**config.mk**
```make
export PLATFORM = sky130hd
export DESIGN_NAME = lsmc_fifo
export DESIGN_NICKNAME = d
export VERILOG_FILES = /design/src/rtl/lsmc_fifo.sv
export SDC_FILE = /design/constraint.sdc
export NUM_CORES = 1
export LEC_CHECK = 0
export BUFFER_PORTS_ARGS = -buffer_cell sky130_fd_sc_hd__buf_2
export CAP_MARGIN = 30
export CORE_MARGIN = 5
export CORE_UTILIZATION = 45
export CTS_CLUSTER_DIAMETER = 200
export DETAILED_ROUTE_END_ITERATION = 10
export PLACE_DENSITY = 0.75
export SLEW_MARGIN = 30
export SYNTH_ARGS = -nofsm -noshare
export SYNTH_HDL_FRONTEND = slang
export SYNTH_SLANG_ARGS = --single-unit
export TNS_END_PERCENT = 1
```
**constraint.sdc**
```tcl
create_clock -name clk -period 4.92 [get_ports clk]
set_input_delay 0.492 -clock clk [delete_from_list [all_inputs] [get_ports clk]]
set_output_delay 0.492 -clock clk [all_outputs]
set_load 0.02 [all_outputs]
```
**src/rtl/lsmc_fifo.sv**
```systemverilog
// Short register queue carrying voxel words from the front to the back.
module lsmc_fifo #(
	parameter int WIDTH = 8,
	parameter int DEPTH = 4
) (
	input  logic             clk,
	input  logic             arst_n,
	input  logic             push,
	input  logic [WIDTH-1:0] push_data,
	output logic             full,
	input  logic             pop,
	output logic [WIDTH-1:0] pop_data,
	output logic             empty
);

	localparam int PW = (DEPTH > 1) ? $clog2(DEPTH) : 1;
	localparam int CW = $clog2(DEPTH + 1);

	logic [WIDTH-1:0] slot_q [DEPTH];
	logic [PW-1:0]    wr_ptr_q, rd_ptr_q;
	logic [CW-1:0]    count_q;

	assign full     = (count_q == CW'(DEPTH));
	assign empty    = (count_q == '0);
	assign pop_data = slot_q[rd_ptr_q];

	always_ff @(posedge clk or negedge arst_n) begin
		if (!arst_n) begin
			wr_ptr_q <= '0;
			rd_ptr_q <= '0;
			count_q  <= '0;
		end else begin
			if (push && !full) begin
				wr_ptr_q <= (wr_ptr_q == PW'(DEPTH - 1)) ? '0 : wr_ptr_q + 1'b1;
			end
			if (pop && !empty) begin
				rd_ptr_q <= (rd_ptr_q == PW'(DEPTH - 1)) ? '0 : rd_ptr_q + 1'b1;
			end
			case ({push && !full, pop && !empty})
				2'b10:   count_q <= count_q + 1'b1;
				2'b01:   count_q <= count_q - 1'b1;
				default: count_q <= count_q;
			endcase
		end
	end

	always_ff @(posedge clk) begin
		if (push && !full) begin
			slot_q[wr_ptr_q] <= push_data;
		end
	end

`ifndef SYNTHESIS
	a_count_bound: assert property (@(posedge clk) disable iff (!arst_n)
		count_q <= CW'(DEPTH))
		else $error("queue count beyond depth");
`endif

endmodule

```
== After elaboration in Yosys (flattened, before gate mapping) ==
Memory sizes are Yosys's and may differ from the RTL's.
Index checks and enable logic that the tools add are counted.

* Magnitude comparators: 0
* Multiplexer cells: 5
* Add/sub/neg operators: 4
* Divide/modulo/power cells: 0
* Shifts and indexed selects: 0
* Equality and inequality tests: 5
* Multiply operators: 0
* Reductions and logical operators: 6
* Bitwise gates (word level): 0

{| class="wikitable"
|+ Operator list
! kind !! count
|-
| equality test 2 bit (second input constant) || 3
|-
| case mux 3 bit (2 select lines) || 1
|-
| adder 2 x 1 -> 2 bit (second input constant) || 2
|-
| two-way mux 2 bit || 2
|-
| adder 3 x 1 -> 3 bit (second input constant) || 1
|-
| equality test 3 bit (second input constant) || 1
|-
| logical NOT 3 bit || 1
|-
| subtractor 3 x 1 -> 3 bit (second input constant) || 1
|-
| equality test 2 x 1 -> 1 bit (second input constant) || 1
|-
| logical AND 1 bit || 2
|-
| logical NOT 1 bit || 2
|-
| two-way mux 1 bit || 2
|-
| nonzero test 2 bit || 1
|}

* Bits in latches: 0
* Output and inout bits: 10
* Bits in registers: 7
* ROM bits: 0
* Bits in writable memories: 32
* Input bits: 12
* Logic and storage cells: 24
* Memories kept: 1

{| class="wikitable"
|+ Memories
! memory !! depth !! width !! rd ports !! clocked after memory_dff !! wr ports !! line !! source
|-
| slot_q || 4 || 8 || 1 || 0 || 1 || 19 || <nowiki>logic [WIDTH-1:0] slot_q [DEPTH];</nowiki>
|}

== Depth between registers and ports, before layout ==
* Depth after elaboration: 5
* Depth in mapped cells: 9
* Depth with buffers taken out: 9

== Worst setup path after synthesis ==
OpenSTA, ideal clock, no wires.

* Path type: reg2reg
* From: register count_q[0]
* To: register count_q[1]
* Stages on the path, launching flop included: 8
* Library setup time: 0.083 ns
* Clock period less this slack: 2.107 ns
* Setup slack: 2.813 ns
* Arrival: 2.024 ns
* Cells stage by stage: dfrtp_1 -> nor3_1 -> nand2b_1 -> inv_1 -> ha_1 -> inv_1 -> fa_1 -> o21ai_0

* Cells in the longest elaborated chain, start to end: 5
* Elaborated cells on any way between the ends: 12

{| class="wikitable"
|+ Ends and longest elaborated chain
! item !! line !! source
|-
| start, declared || 21 || <nowiki>logic [CW-1:0] count_q;</nowiki>
|-
| start signal, assigned || 40 || <nowiki>2'b10: count_q <= count_q + 1'b1;</nowiki>
|-
| start signal, assigned || 41 || <nowiki>2'b01: count_q <= count_q - 1'b1;</nowiki>
|-
| start signal, assigned || 42 || <nowiki>default: count_q <= count_q;</nowiki>
|-
| logical NOT 3 bit (*) || 24 || <nowiki>assign empty = (count_q == '0);</nowiki>
|-
| net empty || 13 || <nowiki>output logic empty</nowiki>
|-
| logical NOT 1 bit (*) || 39 || <nowiki>case ({push && !full, pop && !empty})</nowiki>
|-
| logical AND 1 bit (*) || 39 ||
|-
| equality test 2 x 1 -> 1 bit / equality test 2 bit (equally long branches) || 39 ||
|-
| case mux 3 bit (2 select lines) / nonzero test 2 bit (equally long branches) || n/a ||
|}

The timed path passes the listed nets; every way through them passes the cells marked *.
A chain may end at the register's enable or synchronous reset.

== Worst setup path in the final report ==
* From: register rd_ptr_q[0]
* To: output pop_data[1]

* Cells in the longest elaborated chain, start to end: 1

{| class="wikitable"
|+ Ends and longest elaborated chain
! item !! line !! source
|-
| start, declared || 20 || <nowiki>logic [PW-1:0] wr_ptr_q, rd_ptr_q;</nowiki>
|-
| start signal, assigned || 37 || <nowiki>rd_ptr_q <= (rd_ptr_q == PW'(DEPTH - 1)) ? '0 : rd_ptr_q + 1'b1;</nowiki>
|-
| memory (4 x 8 bit) || n/a ||
|-
| end, declared || 12 || <nowiki>output logic [WIDTH-1:0] pop_data,</nowiki>
|}

No other way between the ends.

==> impl_metrics.tcl <==
set metrics [dict create \
    period_needed_ps 2310 \
    dp_hpwl_mm 1.73 \
    setup-violations-final 0 \
    rsz0062_at_grt "false" \
    worstSetupPathType "flip-flop to output port" \
    run_status "finished, final reports clean" \
    path_clk_slew_ps 120 \
    post-cts-setup-buffer-count 0 \
    dieArea_mm2 0.00487 \
    hold_viol 0 \
    netlist_area_mm2 0.00161 \
    clock_latency_ps 340 \
    post-route-period-util_pct 47.0 \
    critPathCaptureType "output port" \
    synth_cell_types 20 \
    synthCells 84 \
    num_rows 21 \
    root_buffer "clkbuf_4" \
    hold_class "primary input to flip-flop" \
    fmax_mhz 432 \
    async_reset_ff_share_pct 17.9 \
    grt_max_degree 15 \
    yosysMostFrequentCell "edfxtp_1" \
    coreArea_mm2 0.00339 \
    slew_headroom_pct 60.8 \
    wire_per_inst_um 15.2 \
    ir_drop_v 0.000277 \
    grt_pass1_vias 894 \
    overflow 0 \
    fin_hold_ws_ps 348 \
    cts_buffer_depth 2 \
    critPathArrivalTime_ps 1820 \
    yosys.area.top_type "edfxtp_1" \
    port_buffers 21 \
    cts_resized 0 \
    tritoncts "yes" \
    use_met1_pct 12.7 \
    routabilityCongestion 0.716 \
    nets 130 \
    viasPerCell 5.04 \
    leakage_nw 0.730 \
    use_met3_pct 3.77 \
    avgSynthCellArea_um2 19.2 \
    synth_flop_cell "edfxtp_1" \
    yosysSeqAreaShare_pct 70.6 \
    report.final.slew_viol_count 0 \
    worstPathRequired_ps 4430 \
    drt_iter0_markers 60 \
    ys_seq_elements 39 \
    antenna_cells 0 \
    grt_pass1_wl_mm 4.27 \
    power_density_mw_per_mm2 600 \
    synth_commonest_cells "edfxtp_1, inv_1, mux4_2, dfrtp_1, ha_1" \
    start_util_pct 47.5 \
    grt_busiest_layer "met2" \
    drc 0 \
    layout-drive-gt1-share_pct 42.0 \
    crit_fanout 11 \
    detail-route-antenna-nets 0 \
    finalClockSkew_ps 11.2 \
    cts_made_buffers 5 \
    drt_wl_total_mm 2.41 \
    io_pins 22 \
    syn_to_final_growth_pct 15.4 \
    grt_usage_pct 11.7 \
    met2_usage_pct 20.3 \
    vias 797 \
    synth.net_count 103 \
    tns_ps 0 \
    first_pass_iters 4 \
    postCtsHoldBufs 1 \
    critPathLaunchType "flip-flop" \
    cts.sinks 39 \
    die_h_um 69.8 \
    fp.dieW_um 69.8 \
    netlist_top_cells_area "edfxtp_1, mux4_2, dfrtp_1" \
    cap_violations 0 \
    yosys_warnings 0 \
    tightest_slew_ps 588 \
    antenna_found_initial 0 \
    cts.htree.levels 2 \
    synth_edf_count 32 \
    synth_top_area_share_pct 59.7 \
]
-- layout make-up --
cell class	instances	area (um2)
fill	270	1530
clock buffer	5	37.5
multi-input combinational	35	435
timing repair buffer	22	115
tap	46	57.6
inverter	8	30.0
clock inverter	3	46.3
sequential	39	1140
-- power by group --
group          switching (W)  internal (W)
registers          0.0000716      0.000446
logic               0.000195      0.000188
clock network       0.000106      0.000108
total               0.000372      0.000742
-- stage by stage --
step	instance area (um2)	std cells	power, W	worst slack, ps	utilization [%]
after floorplan	1610	84	0.000806	2810	-
after global placement	1760	149	0.000904	2820	52.0
after detailed placement	1760	149	0.000921	2690	52.0
after CTS	1860	158	0.00114	2520	54.8
after global routing	1860	158	0.00120	2470	54.8
final	1860	158	0.00111	2610	54.8
-- flip-flops by register name, summed over array words and instances, names as in the netlist --
signal    cells
slot_q       32
rd_ptr_q      2
wr_ptr_q      2
count_q       3
-- worst paths after layout --
check | cells past startpoint | slack (ps) | endpoint | start
max | 2 | 2610 | pop_data[1] | rd_ptr_q[0]
min | 1 | 350 | slot_q[2][0] | push_data[0]
max reg2reg | 9 | 2680 | count_q[2] | count_q[0]
min reg2reg | 1 | 540 | count_q[0] | count_q[0]
max in group asynchronous | 2 | 4260 | rd_ptr_q[1] | arst_n
min in group asynchronous | 2 | 490 | count_q[0] | arst_n
-- kinds of logic after synthesis --
group                      Yosys count  synth area share, %
DFF                                 39                 70.6
muxes                               12                 14.5
and+or+nand+nor                     12                 4.74
buffers and inverters               10                 2.41
adders and majority gates            7                 5.91
xor gates and xnor gates             3                 1.63
AOI/OAI and AO/OA                    1                0.311
-- layout by cell type, fill, tap and decap left out, types with 3 or more instances in the layout --
cell type,instances
edfxtp_1,32
buf_2,21
inv_1,8
mux4_2,8
dfrtp_1,7
ha_1,6
clkbuf_4,5
and3_2,4
nor2_1,3
-- worst max-delay path, cell delays in order (launching register included) --
cell     delay [ps]
dfrtp_1         730
mux4_2          580
buf_2           180
-- routing by layer --
metal,up-vias,part of all wire [%]
met1,403,40
li1,366,-
met3,9,5.1
met5,-,0
met2,19,51
met4,0,3.0
No activity file was read; power rests on OpenSTA's default activity.
