$ cat config.mk
export PLATFORM = sky130hd
export DESIGN_NAME = lsmc_back
export DESIGN_NICKNAME = d
export VERILOG_FILES = /design/src/rtl/lsmc_pkg.sv /design/src/rtl/lsmc_back.sv
export SDC_FILE = /design/constraint.sdc
export NUM_CORES = 2
export LEC_CHECK = 0
export BUFFER_PORTS_ARGS = -buffer_cell sky130_fd_sc_hd__clkbuf_2
export CAP_MARGIN = 20
export CORE_MARGIN = 2
export CORE_UTILIZATION = 70
export CTS_CLUSTER_DIAMETER = 40
export DETAILED_ROUTE_END_ITERATION = 8
export GPL_TIMING_DRIVEN = 0
export PLACE_DENSITY_LB_ADDON = 0.1
export SYNTH_ARGS = -nofsm -noshare
export SYNTH_HDL_FRONTEND = slang
export SYNTH_SLANG_ARGS = --single-unit
$ cat constraint.sdc
create_clock -name clk -period 21.3 [get_ports clk]
set_clock_uncertainty 0.2 [all_clocks]
set_input_delay 3.195 -clock clk [delete_from_list [all_inputs] [get_ports clk]]
set_output_delay 3.195 -clock clk [all_outputs]
set_load 0.1 [all_outputs]
$ cat src/rtl/lsmc_pkg.sv
// Shared constants, types and the neighbourhood table of the mean curvature block.
package lsmc_pkg;

	localparam int MAX_PLANES_DEF = 256;
	localparam int MAX_ROWS_DEF   = 64;
	localparam int MAX_COLS_DEF   = 64;

	// pending voxel words between front and back
	localparam int QUEUE_DEPTH = 4;

	localparam int PHI_W      = 24;
	localparam int CURV_W     = 18;
	localparam int CFG_IDX_W  = 3;
	localparam int CFG_DATA_W = 16;
	localparam int EPS_W      = 16;
	localparam int EXT_X_W    = 9;
	localparam int EXT_YZ_W   = 7;

	localparam logic [CFG_IDX_W-1:0] REG_EXTENT_X = 3'd0;
	localparam logic [CFG_IDX_W-1:0] REG_EXTENT_Y = 3'd1;
	localparam logic [CFG_IDX_W-1:0] REG_EXTENT_Z = 3'd2;
	localparam logic [CFG_IDX_W-1:0] REG_EPSILON  = 3'd3;

	localparam logic CMD_SAMPLE = 1'b0;
	localparam logic CMD_DRAIN  = 1'b1;

	// 19-point neighbourhood: plane, row and column offsets of each tap
	localparam int NB_COUNT = 19;
	localparam logic [4:0] NB_U0  = 5'd0;
	localparam logic [4:0] NB_U1  = 5'd1;
	localparam logic [4:0] NB_U1M = 5'd2;
	localparam logic [4:0] NB_U1P = 5'd3;
	localparam logic [4:0] NB_U2  = 5'd4;
	localparam logic [4:0] NB_U3  = 5'd5;
	localparam logic [4:0] NB_U3M = 5'd6;
	localparam logic [4:0] NB_U3P = 5'd7;
	localparam logic [4:0] NB_U4  = 5'd8;
	localparam logic [4:0] NB_U4M = 5'd9;
	localparam logic [4:0] NB_U4P = 5'd10;
	localparam logic [4:0] NB_U5  = 5'd11;
	localparam logic [4:0] NB_U5M = 5'd12;
	localparam logic [4:0] NB_U5P = 5'd13;
	localparam logic [4:0] NB_U6  = 5'd14;
	localparam logic [4:0] NB_U7  = 5'd15;
	localparam logic [4:0] NB_U7M = 5'd16;
	localparam logic [4:0] NB_U7P = 5'd17;
	localparam logic [4:0] NB_U8  = 5'd18;

	typedef enum logic [1:0] {
		OFF_MINUS,
		OFF_ZERO,
		OFF_PLUS
	} off_t;

	typedef struct packed {
		off_t di;
		off_t dj;
		off_t dk;
	} nb_off_t;

	function automatic nb_off_t nb_offset(input logic [4:0] idx);
		nb_off_t o;
		case (idx)
			NB_U0:   o = '{OFF_MINUS, OFF_MINUS, OFF_ZERO};
			NB_U1:   o = '{OFF_MINUS, OFF_ZERO,  OFF_ZERO};
			NB_U1M:  o = '{OFF_MINUS, OFF_ZERO,  OFF_MINUS};
			NB_U1P:  o = '{OFF_MINUS, OFF_ZERO,  OFF_PLUS};
			NB_U2:   o = '{OFF_MINUS, OFF_PLUS,  OFF_ZERO};
			NB_U3:   o = '{OFF_ZERO,  OFF_MINUS, OFF_ZERO};
			NB_U3M:  o = '{OFF_ZERO,  OFF_MINUS, OFF_MINUS};
			NB_U3P:  o = '{OFF_ZERO,  OFF_MINUS, OFF_PLUS};
			NB_U4:   o = '{OFF_ZERO,  OFF_ZERO,  OFF_ZERO};
			NB_U4M:  o = '{OFF_ZERO,  OFF_ZERO,  OFF_MINUS};
			NB_U4P:  o = '{OFF_ZERO,  OFF_ZERO,  OFF_PLUS};
			NB_U5:   o = '{OFF_ZERO,  OFF_PLUS,  OFF_ZERO};
			NB_U5M:  o = '{OFF_ZERO,  OFF_PLUS,  OFF_MINUS};
			NB_U5P:  o = '{OFF_ZERO,  OFF_PLUS,  OFF_PLUS};
			NB_U6:   o = '{OFF_PLUS,  OFF_MINUS, OFF_ZERO};
			NB_U7:   o = '{OFF_PLUS,  OFF_ZERO,  OFF_ZERO};
			NB_U7M:  o = '{OFF_PLUS,  OFF_ZERO,  OFF_MINUS};
			NB_U7P:  o = '{OFF_PLUS,  OFF_ZERO,  OFF_PLUS};
			NB_U8:   o = '{OFF_PLUS,  OFF_PLUS,  OFF_ZERO};
			default: o = '{OFF_ZERO,  OFF_ZERO,  OFF_ZERO};
		endcase
		return o;
	endfunction

endpackage

$ cat src/rtl/lsmc_back.sv
// Back end: neighbourhood fetch, shared square root and divider, curvature sum and output.
module lsmc_back import lsmc_pkg::*; #(
	parameter int MAX_PLANES = MAX_PLANES_DEF,
	parameter int MAX_ROWS   = MAX_ROWS_DEF,
	parameter int MAX_COLS   = MAX_COLS_DEF,
	localparam int XW  = $clog2(MAX_PLANES + 1),
	localparam int YW  = $clog2(MAX_ROWS + 1),
	localparam int ZW  = $clog2(MAX_COLS + 1),
	localparam int PLW = $clog2(MAX_ROWS * MAX_COLS + 1),
	localparam int AW  = $clog2(2 * MAX_ROWS * MAX_COLS + 2 * MAX_COLS + QUEUE_DEPTH + 3),
	localparam int EW  = XW + YW + ZW + AW + 1
) (
	input  logic              clk,
	input  logic              arst_n,
	input  logic              q_empty,
	input  logic [EW-1:0]     q_data,
	output logic              q_pop,
	output logic              mem_re,
	output logic [AW-1:0]     mem_raddr,
	input  logic [PHI_W-1:0]  mem_rdata,
	input  logic [XW-1:0]     ext_x,
	input  logic [YW-1:0]     ext_y,
	input  logic [ZW-1:0]     ext_z,
	input  logic [PLW-1:0]    plane_size,
	input  logic [EPS_W-1:0]  eps,
	output logic              out_valid,
	input  logic              out_ready,
	output logic signed [CURV_W-1:0] curvature,
	output logic              last
);

	localparam int DW = PHI_W + 1;  // difference
	localparam int TW = PHI_W + 2;  // cross term
	localparam int AWD = PHI_W + 3; // scaled one-sided difference
	localparam int MW = PHI_W + 2;  // magnitude
	localparam int SW = 2 * MW + 2; // sum of squares
	localparam int NW = 49;         // dividend
	localparam int QW = 16;         // quotient
	localparam int ACW = CURV_W + 1;

	typedef enum logic [3:0] {
		B_IDLE, B_SETUP, B_READ, B_LOAD, B_SQ, B_SQRT, B_PREP, B_DIV, B_ACC, B_DONE
	} bstate_t;

	bstate_t state_q;
	logic [4:0] cnt_q;
	logic [2:0] term_q;

	logic [XW-1:0] i_q;
	logic [YW-1:0] j_q;
	logic [ZW-1:0] k_q;
	logic [AW-1:0] ea_q;
	logic          last_q;

	logic [AW-1:0] pm_q, pp_q, zm_q, zp_q, km_q, kp_q;
	logic [AW+PLW-1:0] p_wide;
	logic [AW+ZW-1:0]  z_wide;

	logic rvalid_s1;
	logic [4:0] ridx_s1;
	logic signed [PHI_W-1:0] u_q [NB_COUNT];

	logic signed [AWD-1:0] a_q;
	logic signed [TW-1:0]  t1_q, t2_q;
	logic [2*MW-1:0] prod_s1;
	logic [SW-1:0]   s_q, s_sum;
	logic [63:0]     x_q, res_q, bit_q, root_try;
	logic [NW-1:0]   num_q, dv_q;
	logic [QW-1:0]   q_q;
	logic signed [ACW-1:0] acc_q, n_c, qs;

	nb_off_t nb;
	logic signed [DW-1:0] da, d1a, d1b, d2a, d2b, cr, cp, cc;
	logic signed [AWD-1:0] sel;
	logic [AWD-1:0] sel_u, mag_u;
	logic [MW-1:0]  mag;
	logic [MW-1:0]  a_mag;
	logic [31:0]    r_c;

	function automatic logic signed [DW-1:0] dif(input logic signed [PHI_W-1:0] x,
	                                           input logic signed [PHI_W-1:0] y);
		return {x[PHI_W-1], x} - {y[PHI_W-1], y};
	endfunction

	assign p_wide = {{AW{1'b0}}, plane_size};
	assign z_wide = {{AW{1'b0}}, ext_z};

	// neighbour address around the voxel, ring buffer wraps naturally
	always_comb begin
		logic [AW-1:0] oi, oj, ok;
		nb = nb_offset(cnt_q);
		case (nb.di)
			OFF_MINUS: oi = pm_q;
			OFF_PLUS:  oi = pp_q;
			default:   oi = '0;
		endcase
		case (nb.dj)
			OFF_MINUS: oj = zm_q;
			OFF_PLUS:  oj = zp_q;
			default:   oj = '0;
		endcase
		case (nb.dk)
			OFF_MINUS: ok = km_q;
			OFF_PLUS:  ok = kp_q;
			default:   ok = '0;
		endcase
		mem_raddr = ea_q + oi + oj + ok;
	end

	assign mem_re = (state_q == B_READ) && (cnt_q < 5'(NB_COUNT));
	assign q_pop  = (state_q == B_IDLE) && !q_empty;

	assign cr = dif(u_q[NB_U5], u_q[NB_U3]);
	assign cp = dif(u_q[NB_U7], u_q[NB_U1]);
	assign cc = dif(u_q[NB_U4P], u_q[NB_U4M]);

	// one-sided difference and cross terms of the current direction
	always_comb begin
		case (term_q)
			3'd0: begin
				da = dif(u_q[NB_U5], u_q[NB_U4]);
				d1a = dif(u_q[NB_U8], u_q[NB_U2]);   d1b = cp;
				d2a = dif(u_q[NB_U5P], u_q[NB_U5M]); d2b = cc;
			end
			3'd1: begin
				da = dif(u_q[NB_U4], u_q[NB_U3]);
				d1a = dif(u_q[NB_U6], u_q[NB_U0]);   d1b = cp;
				d2a = dif(u_q[NB_U3P], u_q[NB_U3M]); d2b = cc;
			end
			3'd2: begin
				da = dif(u_q[NB_U7], u_q[NB_U4]);
				d1a = dif(u_q[NB_U8], u_q[NB_U6]);   d1b = cr;
				d2a = dif(u_q[NB_U7P], u_q[NB_U7M]); d2b = cc;
			end
			3'd3: begin
				da = dif(u_q[NB_U4], u_q[NB_U1]);
				d1a = dif(u_q[NB_U2], u_q[NB_U0]);   d1b = cr;
				d2a = dif(u_q[NB_U1P], u_q[NB_U1M]); d2b = cc;
			end
			3'd4: begin
				da = dif(u_q[NB_U4P], u_q[NB_U4]);
				d1a = dif(u_q[NB_U5P], u_q[NB_U3P]); d1b = cr;
				d2a = dif(u_q[NB_U7P], u_q[NB_U1P]); d2b = cp;
			end
			default: begin
				da = dif(u_q[NB_U4], u_q[NB_U4M]);
				d1a = dif(u_q[NB_U5M], u_q[NB_U3M]); d1b = cr;
				d2a = dif(u_q[NB_U7M], u_q[NB_U1M]); d2b = cp;
			end
		endcase
	end

	always_comb begin
		case (cnt_q[1:0])
			2'd0:    sel = a_q;
			2'd1:    sel = {t1_q[TW-1], t1_q};
			default: sel = {t2_q[TW-1], t2_q};
		endcase
		sel_u = sel;
		mag_u = sel_u[AWD-1] ? (~sel_u + 1'b1) : sel_u;
		mag   = mag_u[MW-1:0];
	end

	assign s_sum    = s_q + SW'(prod_s1);
	assign root_try = res_q + bit_q;
	assign r_c      = res_q[31:0];
	assign a_mag    = a_q[AWD-1] ? MW'(-a_q) : MW'(a_q);
	assign qs       = {{(ACW - QW){1'b0}}, q_q};
	assign n_c      = a_q[AWD-1] ? -qs : qs;

	always_ff @(posedge clk or negedge arst_n) begin
		if (!arst_n) begin
			state_q   <= B_IDLE;
			cnt_q     <= '0;
			term_q    <= '0;
			rvalid_s1 <= 1'b0;
			out_valid <= 1'b0;
		end else begin
			rvalid_s1 <= mem_re;
			if (out_valid && out_ready && (state_q != B_DONE)) begin
				out_valid <= 1'b0;
			end
			case (state_q)
				B_IDLE: begin
					if (!q_empty) begin
						state_q <= B_SETUP;
					end
				end
				B_SETUP: begin
					cnt_q   <= '0;
					state_q <= B_READ;
				end
				B_READ: begin
					if (mem_re) begin
						cnt_q <= cnt_q + 1'b1;
					end else if (rvalid_s1) begin
						term_q  <= '0;
						state_q <= B_LOAD;
					end
				end
				B_LOAD: begin
					cnt_q   <= '0;
					state_q <= B_SQ;
				end
				B_SQ: begin
					if (cnt_q == 5'd3) begin
						cnt_q   <= '0;
						state_q <= B_SQRT;
					end else begin
						cnt_q <= cnt_q + 1'b1;
					end
				end
				B_SQRT: begin
					cnt_q <= cnt_q + 1'b1;
					if (cnt_q == 5'd31) begin
						state_q <= B_PREP;
					end
				end
				B_PREP: begin
					cnt_q   <= '0;
					state_q <= (r_c == '0) ? B_ACC : B_DIV;
				end
				B_DIV: begin
					cnt_q <= cnt_q + 1'b1;
					if (cnt_q == 5'(QW - 1)) begin
						state_q <= B_ACC;
					end
				end
				B_ACC: begin
					if (term_q == 3'd5) begin
						state_q <= B_DONE;
					end else begin
						term_q  <= term_q + 1'b1;
						state_q <= B_LOAD;
					end
				end
				B_DONE: begin
					if (!out_valid || out_ready) begin
						out_valid <= 1'b1;
						state_q   <= B_IDLE;
					end
				end
				default: state_q <= B_IDLE;
			endcase
		end
	end

	always_ff @(posedge clk) begin
		if (rvalid_s1) begin
			u_q[ridx_s1] <= mem_rdata;
		end
		ridx_s1 <= cnt_q;
		case (state_q)
			B_IDLE: begin
				{last_q, ea_q, k_q, j_q, i_q} <= q_data;
				acc_q <= '0;
			end
			B_SETUP: begin
				// clamp at the region faces: the voxel stands in for a missing neighbour
				pm_q <= (i_q != '0) ? -p_wide[AW-1:0] : '0;
				pp_q <= (({1'b0, i_q} + 1'b1) < {1'b0, ext_x}) ? p_wide[AW-1:0] : '0;
				zm_q <= (j_q != '0) ? -z_wide[AW-1:0] : '0;
				zp_q <= (({1'b0, j_q} + 1'b1) < {1'b0, ext_y}) ? z_wide[AW-1:0] : '0;
				km_q <= (k_q != '0) ? '1 : '0;
				kp_q <= (({1'b0, k_q} + 1'b1) < {1'b0, ext_z}) ? AW'(1) : '0;
			end
			B_LOAD: begin
				a_q  <= {da, 2'b00};
				t1_q <= {d1a[DW-1], d1a} + {d1b[DW-1], d1b};
				t2_q <= {d2a[DW-1], d2a} + {d2b[DW-1], d2b};
				s_q  <= SW'({eps, 4'b0000});
			end
			B_SQ: begin
				if (cnt_q != 5'd3) begin
					prod_s1 <= mag * mag;
				end
				if (cnt_q != 5'd0) begin
					s_q <= s_sum;
				end
				if (cnt_q == 5'd3) begin
					x_q   <= {{(64 - SW - 8){1'b0}}, s_sum, 8'h00};
					res_q <= '0;
					bit_q <= 64'd1 << 62;
				end
			end
			B_SQRT: begin
				if (x_q >= root_try) begin
					x_q   <= x_q - root_try;
					res_q <= (res_q >> 1) + bit_q;
				end else begin
					res_q <= res_q >> 1;
				end
				bit_q <= bit_q >> 2;
			end
			B_PREP: begin
				num_q <= NW'({a_mag, 18'd0}) + NW'(r_c);
				dv_q  <= NW'({r_c, 1'b0}) << (QW - 1);
				q_q   <= '0;
			end
			B_DIV: begin
				if (num_q >= dv_q) begin
					num_q <= num_q - dv_q;
					q_q   <= {q_q[QW-2:0], 1'b1};
				end else begin
					q_q <= {q_q[QW-2:0], 1'b0};
				end
				dv_q <= dv_q >> 1;
			end
			B_ACC: begin
				// even directions are the forward faces
				if (r_c == '0) begin
					acc_q <= acc_q;
				end else if (term_q[0]) begin
					acc_q <= acc_q - n_c;
				end else begin
					acc_q <= acc_q + n_c;
				end
			end
			B_DONE: begin
				if (!out_valid || out_ready) begin
					if (acc_q > ACW'(131071)) curvature <= 18'sh1FFFF;
					else if (acc_q < -ACW'(131072)) curvature <= -18'sh20000;
					else curvature <= acc_q[CURV_W-1:0];
					last <= last_q;
				end
			end
			default: begin
			end
		endcase
	end

`ifndef SYNTHESIS
	a_acc_bound: assert property (@(posedge clk) disable iff (!arst_n)
		(state_q == B_DONE) |-> (acc_q <= 19'sd49158 && acc_q >= -19'sd49158))
		else $error("curvature sum beyond six unit normals");
	a_read_in_fetch: assert property (@(posedge clk) disable iff (!arst_n)
		rvalid_s1 |-> (state_q == B_READ))
		else $error("read data returned outside fetch");
`endif

endmodule

---- Word level (Yosys, flattened, before mapping) ----
Memory sizes are Yosys's and may differ from the RTL's.
Index checks and enable logic that the tools add are counted.
cells by class
  bitwise operators ....................... 1
  multipliers ............................. 1
  magnitude comparators ................... 8
  multiplexer cells ....................... 55
  reduce and logical (&&, ||, !) cells .... 38
  add/sub/neg operators ................... 44
  equal/unequal tests ..................... 36
operators with widths
  kind              count
  $sub A24 B24 Y25  21
  $pmux W64 S2      3
  $pmux W25 S5      3
  $mux W64          5
  $pmux W49 S2      2
  $pmux W54 S2      1
  $pmux W14 S2      3
  $add A63 B64 Y64  1
  $add A64 B64 Y64  1
  $ge A64 B64 Y1    1
  $sub A64 B64 Y64  1
  $mux W19          3
  $add A54 B52 Y54  1
  $mux W54          1
  $pmux W27 S2      1
  $add A25 B25 Y26  2
  $mul A26 B26 Y52  1
  $mux W26          2
  $mux W25          2
  $ge A49 B49 Y1    1
  $mux W49          1
  $sub A49 B49 Y49  1
  $add A44 B32 Y45  1
  $add A14 B14 Y14  3
  other kinds (62)  121
storage, ports and cells
  ROM bits ................................ 192
  memories kept ........................... 2
  output and inout bits ................... 36
  RAM bits ................................ 456
  bits of input ports ..................... 118
  register bits ........................... 668
memory list
  name              depth  width  read ports  clocked after memory_dff  write ports  line             RTL
  u_q               19     24     19          0                         1            lsmc_back.sv:61  logic signed [PHI_W-1:0] u_q [NB_COUNT];
  (name not given)  32     6      1           0                         0            lsmc_pkg.sv:63   case (idx)

---- Depth between registers and ports, before layout ----
  word-level depth ........................ 6
  gate-level depth with buffers ........... 43
  mapped depth without buffers ............ 39

---- Least setup slack after synthesis ----
Ideal clock, no wire load.
  kind .................................... register -> register
  start point ............................. reg res_q[4]
  end point ............................... reg x_q[0] (enable)
  data arrival time ....................... 9.707 ns
  setup slack ............................. 10.809 ns
  setup time .............................. 0.584 ns
  data required time ...................... 20.516 ns
  cell stages (with the launch flop) ...... 25
  path through ............................ edfxtp_1 -> ha_1 -> a211oi_2 -> a211oi_2 -> a211o_1 -> a211o_1 -> a41oi_2 -> o41ai_2 -> a21oi_2 -> o22ai_2 -> o31ai_2 -> o21bai_1 -> xnor2_1 -> ha_1 -> and3_1 -> and2_1 -> nand3_1 -> nor4_1 -> nor3_1 -> a21o_1 -> o21a_1 -> buf_6 -> buf_6 -> buf_2 -> a21boi_0
between the ends
  cells in the longest elaborated chain, start to end .. 4
ends and longest elaborated chain
  item                                line              RTL
  start, declared                     lsmc_back.sv:67   logic [63:0] x_q, res_q, bit_q, root_try;
  start signal, assigned              lsmc_back.sv:289  res_q <= (res_q >> 1) + bit_q;
  start signal, assigned              lsmc_back.sv:291  res_q <= res_q >> 1;
  $add A64 B64 Y64                    lsmc_back.sv:165  assign root_try = res_q + bit_q;
  $ge A64 B64 Y1                      lsmc_back.sv:287  if (x_q >= root_try) begin
  $ne A2 B2 Y1 (no source line)       n/a
  $reduce_and A3 Y1 (no source line)  n/a
  end signal, assigned                lsmc_back.sv:281  x_q <= {{(64 - SW - 8){1'b0}}, s_sum, 8'h00};
  end signal, assigned                lsmc_back.sv:288  x_q <= x_q - root_try;
  end, declared                       lsmc_back.sv:67
No other way between the ends.
A chain may end at the register's enable or synchronous reset.

---- Worst setup path after layout ----
  start point ............................. reg cnt_q[1]
  end point ............................... reg prod_s1[49], data pin
between the ends
  cells in the longest elaborated chain, start to end .. 6
ends and longest elaborated chain
  item                                              line              RTL
  start, declared                                   lsmc_back.sv:46   logic [4:0] cnt_q;
  start signal, assigned                            lsmc_back.sv:195  cnt_q <= cnt_q + 1'b1;
  start signal, assigned                            lsmc_back.sv:210  cnt_q <= cnt_q + 1'b1;
  start signal, assigned                            lsmc_back.sv:214  cnt_q <= cnt_q + 1'b1;
  $eq A2 B1 Y1 or $logic_not A2 Y1 (tied branches)  lsmc_back.sv:154  case (cnt_q[1:0])
  $pmux W27 S2 (*)                                  lsmc_back.sv:154
  $not A26 Y26                                      lsmc_back.sv:160  mag_u = sel_u[AWD-1] ? (~sel_u + 1'b1) : sel_u;
  $add A26 B1 Y26                                   lsmc_back.sv:160
  $mux W26 (*)                                      lsmc_back.sv:160
  via mag_u[0]                                      lsmc_back.sv:75   logic [AWD-1:0] sel_u, mag_u;
  $mul A26 B26 Y52 (*)                              lsmc_back.sv:275  prod_s1 <= mag * mag;
  end signal, assigned                              lsmc_back.sv:275
  end, declared                                     lsmc_back.sv:65   logic [2*MW-1:0] prod_s1;
The timed path passes the listed nets; every way through them passes the cells marked *.

==> impl_metrics.json <==
{
  "io_buffers": 153,
  "endpoint_kind": "flop",
  "synth_commonest_cells": "inv_1 (1201), edfxtp_1 (1035), ha_1 (869)",
  "synthCells": 9816,
  "dpl.cell_count": 11780,
  "grt_pass1_vias": 80140,
  "syn_nets": 11370,
  "worstMarginPinSlew_ns": 1.340,
  "async_reset_ff_share_pct": 1.328,
  "wl_met3_um": 34850,
  "fp.dieH_um": 371.3,
  "yosysWarnings": 0,
  "dr.pass1.iters": 9,
  "hpwl_um": 234800,
  "status": "complete, but fails checks",
  "seq_area_frac_synth_pct": 33.38,
  "io_pins": 154,
  "route.met2.wl_um": 137800,
  "htreeDepth": 4,
  "routabilityCongestion": 1.086,
  "worstPathMaxFanout": 10,
  "yosysTopAreaCell": "edfxtp_1",
  "fp.coreArea_mm2": 0.1336,
  "worst_slack_ns": 7.431,
  "wl_per_cell_um": 25.16,
  "grt_overflow_total": 0,
  "via_count": 79920,
  "tns_ns": 0,
  "cts.reportedPaths.clkPinSlew_ns": 0.06,
  "synth-edff-count": 1035,
  "violations": "DRC",
  "cts-root-buf": "clkbuf_16",
  "ff2ff_path_depth": 44,
  "critPathLaunchType": "flop",
  "pre_cts_ws_ns": 7.649,
  "max-slew-margin-rel_pct": 10.34,
  "synth_top_area_share_pct": 32.91,
  "grt.total_usage_pct": 43.71,
  "syn2layout_area_growth_pct": 10.33,
  "cts.sinks": 1054,
  "grt_pass1_wl_um": 457000,
  "syn_avg_cell_area_um2": 9.622,
  "final-hold-violation-count": 0,
  "drc": 1,
  "min_period_over_period_pct": 65.11,
  "cts_resized": 0,
  "dieArea_mm2": 0.1379,
  "cts_setup_buffers": 0,
  "hp-class": "flop to flop",
  "fp.dieW_um": 371.3,
  "syn_area_mm2": 0.09445,
  "synth.most_common_cell": "inv_1",
  "final_cells": 12100,
  "crit_path_frequent_cell": "inv_1",
  "synthFlopType": "edfxtp_1",
  "max_freq_ghz": 0.07210,
  "top_layer": "met5",
  "synthDistinctLibCells": 107,
  "drt-total-wl_um": 304400,
  "ys_seq_elements": 1054,
  "cp.required_ns": 21.63,
  "r2r_slack_ns": 7.43,
  "rows": 134,
  "period_needed_ns": 13.87,
  "drt_iter0_drc": 9664,
  "vias_per_cell": 6.606,
  "clock_path_buffers": 3,
  "critPathKind": "flop to flop",
  "drive_above_1_share_pct": 7.183,
  "grt_start_max_net_pins": 68,
  "tritoncts": "built",
  "postCtsHoldBufs": 0,
  "r2r_end": "prod_s1[49]",
  "insertion_delay_ns": 0.84,
  "initial_core_util_pct": 70.68,
  "cp.arrival_ns": 14.20,
  "ant_nets": 0,
  "rr_startpoint": "cnt_q[1]",
  "cts_made_buffers": 168,
  "rsz0062_at_grt": "no",
  "wl_met1_um": 109300,
  "nets": 11740,
  "maxCapViolCount": 0,
  "synth_area_leaders": "edfxtp_1 (33%), fa_1 (12%), ha_1 (12%), inv_1 (4.8%), xnor2_1 (3.8%)",
  "max_stage_delay_ns": 0.76,
  "drv_slew": 0,
  "crit_start": "cnt_q[1]",
  "antenna_found_initial": 9,
  "slowest_stage": "clkbuf_1",
  "setup_viol": 0,
  "setup.worst_path.end": "prod_s1[49]"
}
[how the worst min path moves through the flow]
stage | from | to | depth (start not counted)
floorplan | cnt_q[4] | ridx_s1[4] | 0
global placement | last_q | last | 0
detailed placement | last_q | last | 0
CTS | last_q | last | 0
global route | last_q | last | 0
finish | last_q | last | 0
[area by class of cell]
cell class                 count  area (um2)
multi-input combinational   7265       57440
sequential                  1054       31530
fill                        8719       29410
inverter                    1209        4541
clock buffer                 183        4333
tap                         1768        2212
timing repair buffer         202        1563
clock inverter               129        1438
buffer                       288        1156
antenna                        1       2.502
[registers in the layout, indices dropped and copies added (netlist names), 7 cells and up]
| signal | count |
|---|---|
| curvature | 18 |
| x_q | 64 |
| a_q | 25 |
| pp_q | 13 |
| k_q | 7 |
| num_q | 49 |
| acc_q | 19 |
| ea_q | 14 |
| dv_q | 48 |
| bit_q | 32 |
| res_q | 64 |
| i_q | 9 |
| pm_q | 14 |
| t1_q | 26 |
| s_q | 54 |
| prod_s1 | 51 |
| t2_q | 26 |
| zp_q | 7 |
| j_q | 7 |
| zm_q | 12 |
| q_q | 16 |
| u_q | 456 |
[per-stage QoR]
step / hold slack (ns) / instance area, um2 / utilization (%)
floorplan: 0.1716 / 94450 / -
global placement: 0.2045 / 97430 / 72.91
detailed placement: 0.2196 / 98380 / 73.62
CTS: 0.2415 / 104100 / 77.94
global route: 0.2487 / 104200 / 77.99
finish: 0.2428 / 104200 / 77.99
[routing by layer]
layer  up-vias  GRT usage (%)
met5         -              0
met4         8          27.13
met3      1335          11.64
met2      5139          69.55
met1     38160          53.10
li1      35280              -
[critical path, delay by kind of cell, from the launching register on]
kind	cells	cell delay, ns
buffers and inverters	17	3.90
AO/OA/AOI/OAI	8	1.73
XOR/XNOR	2	0.93
flip-flops	1	0.48
AND/OR/NAND/NOR	7	1.71
adder cells (fa/ha/maj)	10	4.56
[kinds of logic after synthesis]
| kind of cell | synth area share (%) |
|---|---|
| simple gates | 12.49 |
| xor+xnor | 6.800 |
| flops | 33.38 |
| fa+ha+maj | 23.53 |
| buf+inv | 6.027 |
| mux | 1.564 |
| compound gates | 16.21 |
[cells in the final DEF, fill, tap and decap left out, types with 124 or more instances in the layout]
cell type	Yosys	layout
xor2_1	313	313
edfxtp_1	1035	1035
a21o_1	245	245
o21ai_0	559	558
a21oi_1	671	669
clkbuf_2	2	158
xnor2_1	411	411
nor2_1	790	769
nand3_1	124	124
fa_1	567	567
inv_1	1201	1200
nand2_1	813	812
clkbuf_1	221	230
ha_1	869	869
nor3_1	128	127
clkbuf_16	0	170
a31oi_1	165	164
Power is not shown: default switching activity piles up to over one toggle a cycle in this logic, so the estimate is an artifact.
